[src/rtl/tklock_pkg.sv]
// Package for the touch keypad code lock: key, event and mode codes,
// key grid bounds and the coordinate-to-key decoder.
// No dependencies.
package tklock_pkg;

    localparam int LOCK_CODE_LEN = 6;

    localparam int X_W      = 10;
    localparam int Y_W      = 9;
    localparam int SECRET_W = 24;
    localparam int MAXF_W   = 3;
    localparam int KEY_W    = 4;
    localparam int EVENT_W  = 4;
    localparam int COUNT_W  = 3;
    localparam int IN_TDATA_W  = 24;
    localparam int OUT_TDATA_W = 16;

    localparam logic [SECRET_W-1:0] SECRET_RESET = 24'h654321;
    localparam logic [MAXF_W-1:0]   MAXF_RESET   = 3'd3;
    localparam logic [COUNT_W-1:0]  FAIL_SAT     = 3'd7;

    // Configuration register indexes.
    localparam logic REG_SECRET_CODE  = 1'b0;
    localparam logic REG_MAX_FAILURES = 1'b1;

    // Grid bounds; every bound is exclusive on both sides.
    localparam logic [X_W-1:0] COL_EDGE_0 = 10'd0;
    localparam logic [X_W-1:0] COL_EDGE_1 = 10'd266;
    localparam logic [X_W-1:0] COL_EDGE_2 = 10'd533;
    localparam logic [X_W-1:0] COL_EDGE_3 = 10'd800;
    localparam logic [Y_W-1:0] ROW_EDGE_0 = 9'd100;
    localparam logic [Y_W-1:0] ROW_EDGE_1 = 9'd195;
    localparam logic [Y_W-1:0] ROW_EDGE_2 = 9'd290;
    localparam logic [Y_W-1:0] ROW_EDGE_3 = 9'd385;
    localparam logic [Y_W-1:0] ROW_EDGE_4 = 9'd480;

    localparam logic [KEY_W-1:0] KEY_MAX_DIGIT = 4'd9;
    localparam logic [KEY_W-1:0] KEY_DELETE    = 4'd10;
    localparam logic [KEY_W-1:0] KEY_ENTER     = 4'd11;
    localparam logic [KEY_W-1:0] KEY_NONE      = 4'd15;

    typedef enum logic [EVENT_W-1:0] {
        EV_NO_KEY      = 4'd0,
        EV_DIGIT_TAKEN = 4'd1,
        EV_ENTRY_FULL  = 4'd2,
        EV_DELETED     = 4'd3,
        EV_NOTHING_DEL = 4'd4,
        EV_TOO_FEW     = 4'd5,
        EV_WRONG       = 4'd6,
        EV_LOCKOUT     = 4'd7,
        EV_UNLOCKED    = 4'd8,
        EV_IGNORED     = 4'd9
    } event_t;

    typedef enum logic [1:0] {
        MODE_ENTERING = 2'd0,
        MODE_LOCKED   = 2'd1,
        MODE_UNLOCKED = 2'd2
    } mode_t;

    // Keys by row from the top: 1 2 3 / 4 5 6 / 7 8 9 / delete 0 enter.
    function automatic logic [KEY_W-1:0] decode_key(input logic [X_W-1:0] x,
                                                    input logic [Y_W-1:0] y);
        logic [1:0] col;
        logic [1:0] row;
        logic       col_ok;
        logic       row_ok;
        logic [KEY_W-1:0] key;
        col_ok = 1'b1;
        row_ok = 1'b1;
        col    = 2'd0;
        row    = 2'd0;
        if (x > COL_EDGE_0 && x < COL_EDGE_1) begin
            col = 2'd0;
        end else if (x > COL_EDGE_1 && x < COL_EDGE_2) begin
            col = 2'd1;
        end else if (x > COL_EDGE_2 && x < COL_EDGE_3) begin
            col = 2'd2;
        end else begin
            col_ok = 1'b0;
        end
        if (y > ROW_EDGE_0 && y < ROW_EDGE_1) begin
            row = 2'd0;
        end else if (y > ROW_EDGE_1 && y < ROW_EDGE_2) begin
            row = 2'd1;
        end else if (y > ROW_EDGE_2 && y < ROW_EDGE_3) begin
            row = 2'd2;
        end else if (y > ROW_EDGE_3 && y < ROW_EDGE_4) begin
            row = 2'd3;
        end else begin
            row_ok = 1'b0;
        end
        if (!(col_ok && row_ok)) begin
            key = KEY_NONE;
        end else if (row == 2'd3) begin
            case (col)
                2'd0:    key = KEY_DELETE;
                2'd1:    key = 4'd0;
                default: key = KEY_ENTER;
            endcase
        end else begin
            key = 4'(({2'b00, row} * 4'd3) + {2'b00, col} + 4'd1);
        end
        return key;
    endfunction

endpackage

[src/rtl/touch_keypad_code_lock.sv]
// Touch keypad code lock: decodes touch points onto a key grid, collects a
// digit entry and checks it against the configured code. Uses tklock_pkg.
//
//  channel | direction | word contents (lowest bit first)
//  s_      | in        | touch_x[9:0], touch_y[18:10], zero pad to 24 bits
//  m_      | out       | event_res[3:0], key_code[7:4], digits_entered[10:8],
//          |           | failures[13:11], zero pad to 16 bits
//  cfg_    | in        | index 0 secret_code (24 bits), index 1 max_failures
//
// One word is accepted per cycle while a low m_tready does not hold the result;
// the first register holds the decoded key, the second the result, and the
// lock state is updated as a word moves from the first to the second.
// Reset clears the entry count, the failure count and the mode; the stored
// digits are not cleared. When m_tready is low the result holds, one more
// word may wait in the key register, and then s_tready falls.
module touch_keypad_code_lock #(
    parameter int CODE_LEN = tklock_pkg::LOCK_CODE_LEN
) (
    input  logic                                   aclk,
    input  logic                                   aresetn,
    input  logic                                   s_tvalid,
    output logic                                   s_tready,
    // touch_x [9:0], touch_y [18:10]
    input  logic [tklock_pkg::IN_TDATA_W-1:0]      s_tdata,
    output logic                                   m_tvalid,
    input  logic                                   m_tready,
    // event_res [3:0], key_code [7:4], digits_entered [10:8], failures [13:11]
    output logic [tklock_pkg::OUT_TDATA_W-1:0]     m_tdata,
    input  logic                                   cfg_we,
    input  logic                                   cfg_index,
    input  logic [tklock_pkg::SECRET_W-1:0]        cfg_wdata
);
    import tklock_pkg::*;

    localparam int CNT_W = $clog2(CODE_LEN + 1);
    localparam int IDX_W = (CODE_LEN > 1) ? $clog2(CODE_LEN) : 1;
    localparam int EXT_W = (CODE_LEN * 4 > SECRET_W) ? CODE_LEN * 4 : SECRET_W;
    localparam logic [CNT_W-1:0] FULL_COUNT = CNT_W'(CODE_LEN);

    logic [SECRET_W-1:0] secret_reg;
    logic [MAXF_W-1:0]   max_fail_reg;

    logic                key_valid_reg;
    logic [KEY_W-1:0]    key_reg;

    logic [KEY_W-1:0]    digits_reg [CODE_LEN];
    logic [CNT_W-1:0]    count_reg;
    logic [COUNT_W-1:0]  fail_reg;
    mode_t               mode_reg;

    logic                out_valid_reg;
    logic [OUT_TDATA_W-1:0] out_data_reg;

    logic                advance;
    logic [CNT_W-1:0]    count_next;
    logic [COUNT_W-1:0]  fail_next;
    mode_t               mode_next;
    event_t              event_next;
    logic                digit_we;
    logic                match;
    logic [EXT_W-1:0]    code_ext;
    logic [COUNT_W-1:0]  fail_inc;

    assign advance  = !out_valid_reg || m_tready;
    assign s_tready = !key_valid_reg || advance;
    assign m_tvalid = out_valid_reg;
    assign m_tdata  = out_data_reg;

    // Configuration registers.
    always_ff @(posedge aclk) begin
        if (!aresetn) begin
            secret_reg   <= SECRET_RESET;
            max_fail_reg <= MAXF_RESET;
        end else if (cfg_we) begin
            case (cfg_index)
                REG_SECRET_CODE:  secret_reg   <= cfg_wdata;
                REG_MAX_FAILURES: max_fail_reg <= cfg_wdata[MAXF_W-1:0];
                default: ;
            endcase
        end
    end

    // Decode stage.
    always_ff @(posedge aclk) begin
        if (!aresetn) begin
            key_valid_reg <= 1'b0;
        end else if (s_tvalid && s_tready) begin
            key_valid_reg <= 1'b1;
        end else if (advance) begin
            key_valid_reg <= 1'b0;
        end
    end

    always_ff @(posedge aclk) begin
        if (s_tvalid && s_tready) begin
            key_reg <= decode_key(s_tdata[X_W-1:0], s_tdata[X_W +: Y_W]);
        end
    end

    // Digit compare, all positions in parallel.
    always_comb begin
        code_ext = EXT_W'(secret_reg);
        match    = 1'b1;
        for (int i = 0; i < CODE_LEN; i++) begin
            if (digits_reg[i] != code_ext[4*i +: 4]) begin
                match = 1'b0;
            end
        end
    end

    assign fail_inc = (fail_reg < FAIL_SAT) ? fail_reg + 3'd1 : fail_reg;

    always_comb begin
        count_next = count_reg;
        fail_next  = fail_reg;
        mode_next  = mode_reg;
        event_next = EV_NO_KEY;
        digit_we   = 1'b0;
        if (key_reg == KEY_NONE) begin
            event_next = EV_NO_KEY;
        end else if (mode_reg != MODE_ENTERING) begin
            event_next = EV_IGNORED;
        end else if (key_reg <= KEY_MAX_DIGIT) begin
            if (count_reg >= FULL_COUNT) begin
                event_next = EV_ENTRY_FULL;
            end else begin
                digit_we   = 1'b1;
                count_next = count_reg + CNT_W'(1);
                event_next = EV_DIGIT_TAKEN;
            end
        end else if (key_reg == KEY_DELETE) begin
            if (count_reg == '0) begin
                event_next = EV_NOTHING_DEL;
            end else begin
                count_next = count_reg - CNT_W'(1);
                event_next = EV_DELETED;
            end
        end else begin
            count_next = '0;
            if (count_reg != FULL_COUNT) begin
                event_next = EV_TOO_FEW;
            end else if (match) begin
                mode_next  = MODE_UNLOCKED;
                event_next = EV_UNLOCKED;
            end else begin
                fail_next = fail_inc;
                if (fail_inc >= max_fail_reg) begin
                    mode_next  = MODE_LOCKED;
                    event_next = EV_LOCKOUT;
                end else begin
                    event_next = EV_WRONG;
                end
            end
        end
    end

    // Lock state and result register.
    always_ff @(posedge aclk) begin
        if (!aresetn) begin
            count_reg     <= '0;
            fail_reg      <= '0;
            mode_reg      <= MODE_ENTERING;
            out_valid_reg <= 1'b0;
        end else if (advance) begin
            out_valid_reg <= key_valid_reg;
            if (key_valid_reg) begin
                count_reg <= count_next;
                fail_reg  <= fail_next;
                mode_reg  <= mode_next;
            end
        end
    end

    always_ff @(posedge aclk) begin
        if (advance && key_valid_reg) begin
            out_data_reg <= {2'b00, fail_next, COUNT_W'(count_next), key_reg,
                             event_next};
            if (digit_we) begin
                digits_reg[count_reg[IDX_W-1:0]] <= key_reg;
            end
        end
    end

endmodule
[config.mk]
export PLATFORM = sky130hd
export DESIGN_NAME = touch_keypad_code_lock
export DESIGN_NICKNAME = d
export VERILOG_FILES = /design/src/rtl/tklock_pkg.sv /design/src/rtl/touch_keypad_code_lock.sv
export SDC_FILE = /design/constraint.sdc
export NUM_CORES = 1
export LEC_CHECK = 0
export ABC_CLOCK_PERIOD_IN_PS = 3520
export BUFFER_PORTS_ARGS = -buffer_cell sky130_fd_sc_hd__buf_4
export CORE_ASPECT_RATIO = 0.6
export CORE_MARGIN = 2
export CORE_UTILIZATION = 38
export DETAILED_ROUTE_END_ITERATION = 10
export PLACE_DENSITY = 0.69
export SETUP_SLACK_MARGIN = 0.02
export SYNTH_ARGS = -nofsm -noshare
export SYNTH_HDL_FRONTEND = slang
export SYNTH_SLANG_ARGS = --single-unit
[constraint.sdc]
create_clock -name aclk -period 3.52 [get_ports aclk]
set_input_delay 0.352 -clock aclk [delete_from_list [all_inputs] [get_ports aclk]]
set_output_delay 0.352 -clock aclk [all_outputs]
set_load 0.01 [all_outputs]
==> impl_metrics.env <==
export IMPL_grt_max_degree=25
export IMPL_core_area_mm2=0.00995
export IMPL_yosysSeqAreaShare=0.511
export IMPL_async_flop_share=0
export IMPL_maxCapViolCount=0
export IMPL_firstDrtPassIters=5
export IMPL_critical_path_cell_chain="buf_4 -> or3_4 -> or4_4 -> a21o_1 -> fa_1 -> inv_1 -> ha_1 -> a21o_1 -> a211oi_1 -> o211ai_1"
export IMPL_synth_area_leaders="edfxtp_1 (32%), dfxtp_1 (19%), nand2_1 (6.7%), xor2_1 (5.4%), ha_1 (3.8%)"
export IMPL_ys_seq_elements=79
export IMPL_rows=28
export IMPL_holdBufCountCts=0
export IMPL_route_detailed_drc=0
export IMPL_vdd_drop_max_uv=217
export IMPL_cts_root_buf="clkbuf_16"
export IMPL_rsz0062_at_grt="false"
export IMPL_crit_required_ns=3.58
export IMPL_nNetsFinal=532
export IMPL_dieHeight_um=82.6
export IMPL_clk_latency_ns=0.34
export IMPL_cts_buffers=9
export IMPL_finalWirelength_mm=8.85
export IMPL_overflow=0
export IMPL_ys_warn_count=0
export IMPL_synth_ff_type="edfxtp_1"
export IMPL_p_sw_mw=0.541
export IMPL_cellPowerDensity_mw_per_mm2=465
export IMPL_gr_usage_all_layers=0.171
export IMPL_drt_initial_drc_count=209
export IMPL_fin_util=0.482
export IMPL_place_ws_ns=0.239
export IMPL_finalClockSkew_ns=0.00467
export IMPL_syn_cell_area_mm2=0.00392
export IMPL_dp_final_hpwl_mm=6.52
export IMPL_drt_antenna_violating_nets=0
export IMPL_n_fill_cell=966
export IMPL_synth_edf_count=42
export IMPL_cts_sinks=79
export IMPL_synth_distinct_cells=52
export IMPL_p_leak_nw=1.91
export IMPL_slew_viol_final=0
export IMPL_period_share=0.828
export IMPL_worstSetupStartpointType="input port"
export IMPL_max_stage_delay_ns=0.56
export IMPL_io_pins=72
export IMPL_port_buffers=64
export IMPL_start_util=0.393
export IMPL_whs_ns=0.228
export IMPL_worst_slew_pin_slew_ns=0.876
export IMPL_design_area_mm2=0.00480
export IMPL_combinationalPowerShare=0.133
export IMPL_vias_per_cell=5.19
export IMPL_grt_pass1_wl_mm=14.3
export IMPL_cts_buffer_depth=2
export IMPL_wl_per_cell_um=14.7
export IMPL_yosysTopAreaCell="edfxtp_1"
export IMPL_cts_resized=0
export IMPL_avgSynthCellArea_um2=9.74
export IMPL_area_growth_pct=22.6
export IMPL_post_route_min_period_ns=2.91
export IMPL_fin_setup_tns_ns=0
export IMPL_seq_power_share=0.477
export IMPL_drive_gt1_frac=0.192
export IMPL_cts_clk_slew_worst_paths_ns=0.05
export IMPL_synthCells=402
export IMPL_antenna_found_initial=0
export IMPL_cts_tree="yes"
export IMPL_hold_viol_final=0
export IMPL_status="finished clean"
export IMPL_crit_path_end_kind="flip-flop"
export IMPL_finalSetupViolations=0
export IMPL_placedInstanceArea_mm2=0.00452
export IMPL_max_freq_mhz=343
export IMPL_clkPwrFrac=0.390
export IMPL_die_w_um=135
export IMPL_vias=3136
export IMPL_hold_path_class="input port to flip-flop"
export IMPL_place_gp_congestion=0.913
export IMPL_switching_share=0.242
export IMPL_grt_pass1_vias=2901
export IMPL_htree_levels=3
export IMPL_worst_slack_ns=0.607
export IMPL_n_antenna_cell=0
export IMPL_crit_arrival_ns=2.97
export IMPL_synth_top_cell_area_share=0.322
export IMPL_slew_headroom=0.416
export IMPL_setup_worst_path_class="input port to flip-flop"
export IMPL_intPower_mw=1.69
export IMPL_crit_top_cell="a21o_1"
export IMPL_postCtsSetupBuffers=0
export IMPL_design_die_area_mm2=0.0112
export IMPL_crit_slowest_cell="or4_4"
export IMPL_cp_max_fo=6
## path summary, 6_finish.rpt
kind / start / endpoint / slack, ns / cells after the start
setup reg to reg: count_reg[0]$_SDFFE_PN0P_ / digits_reg[5][0]$_DFFE_PP_ / 0.73 / 6
hold reg to reg: code_ext[19]$_SDFFE_PN0P_ / code_ext[19]$_SDFFE_PN0P_ / 0.47 / 2
hold / removal: cfg_wdata[16] / code_ext[16]$_SDFFE_PN1P_ / 0.23 / 3
setup / recovery: s_tdata[6] / key_reg[3]$_SDFFCE_PN1P_ / 0.61 / 10
## synth_stat cells, types with 2 or more instances
| library cell | n |
|---|---|
| clkbuf_1 | 14 |
| or3_1 | 3 |
| nor2b_1 | 2 |
| mux2_2 | 2 |
| o31ai_1 | 4 |
| or4_1 | 2 |
| edfxtp_1 | 42 |
| o21a_1 | 3 |
| and4_1 | 2 |
| a31oi_1 | 4 |
| nand3_1 | 23 |
| dfxtp_1 | 37 |
| buf_4 | 2 |
| nor4_1 | 10 |
| a21oi_1 | 28 |
| ha_1 | 12 |
| fa_1 | 2 |
| nand2_1 | 70 |
| a211oi_1 | 6 |
| o21ai_0 | 13 |
| o211ai_1 | 4 |
| xor2_1 | 24 |
| nor3_1 | 10 |
| nand4_1 | 2 |
| a21o_1 | 3 |
| o2bb2ai_1 | 4 |
| nor2_1 | 22 |
| and2_1 | 4 |
| nand2b_1 | 6 |
| nor3b_1 | 4 |
| or2_2 | 2 |
| inv_1 | 16 |
## cell type report
cell class                      count  area (um^2)  area share
Clock buffer                       15          278      0.0579
Clock inverter                      1         5.00     0.00104
Inverter                           16         60.1      0.0125
Multi-Input combinational cell    292         1790       0.373
Sequential cell                    79         2000       0.417
Tap cell                          135          169      0.0352
Timing Repair Buffer               66          495       0.103
## layout by cell type, fill, tap and decap left out, types with 13 or more instances in the layout
| cell | instances |
|---|---|
| edfxtp_1 | 42 |
| a21oi_1 | 28 |
| o21ai_0 | 13 |
| nand3_1 | 23 |
| buf_4 | 66 |
| nor2_1 | 22 |
| inv_1 | 16 |
| dfxtp_1 | 37 |
| nand2_1 | 70 |
| xor2_1 | 24 |
## routing by layer
| layer | GRT usage | vias to the layer above | wire [um] |
|---|---|---|---|
| li1 | - | 1558 | - |
| met1 | 0.240 | 1466 | 4640 |
| met2 | 0.246 | 102 | 3510 |
| met3 | 0.0513 | 10 | 587 |
| met4 | 0.0729 | 0 | 115 |
| met5 | 0 | - | 0 |
## power groups by stage
stage	logic (mW)	clock network (mW)	registers (mW)
2_1_floorplan	0.183	0	1.07
3_3_place_gp	0.287	0	1.08
6_report	0.297	0.871	1.06
3_5_place_dp	0.296	0	1.08
5_1_grt	0.335	0.921	1.07
4_1_cts	0.297	0.887	1.06
## worst max-delay path: cells and delay by family
| kind | cells | cell delay (ns) |
|---|---|---|
| fa+ha+maj | 2 | 0.78 |
| buf+inv | 2 | 0.18 |
| simple gates | 2 | 0.97 |
| compound gates | 4 | 0.71 |
## metrics by stage
step,power [mW],cells
global route,2.33,604
floorplan,1.26,403
finish,2.23,604
CTS,2.25,604
global placement,1.37,588
detailed placement,1.38,588
## logic make-up (layout without fill, tap and decap cells)
logic type	count (synthesis)	count (layout)	share of synthesized area
DFF	79	79	0.511
and+or+nand+nor	167	167	0.205
muxes	3	3	0.00831
xor gates and xnor gates	25	25	0.0559
other	1	2	0.000958
buffers and inverters	32	98	0.0326
AOI/OAI and AO/OA	81	81	0.137
adders and majority gates	14	14	0.0486
No activity file was read; power rests on OpenSTA's default activity.
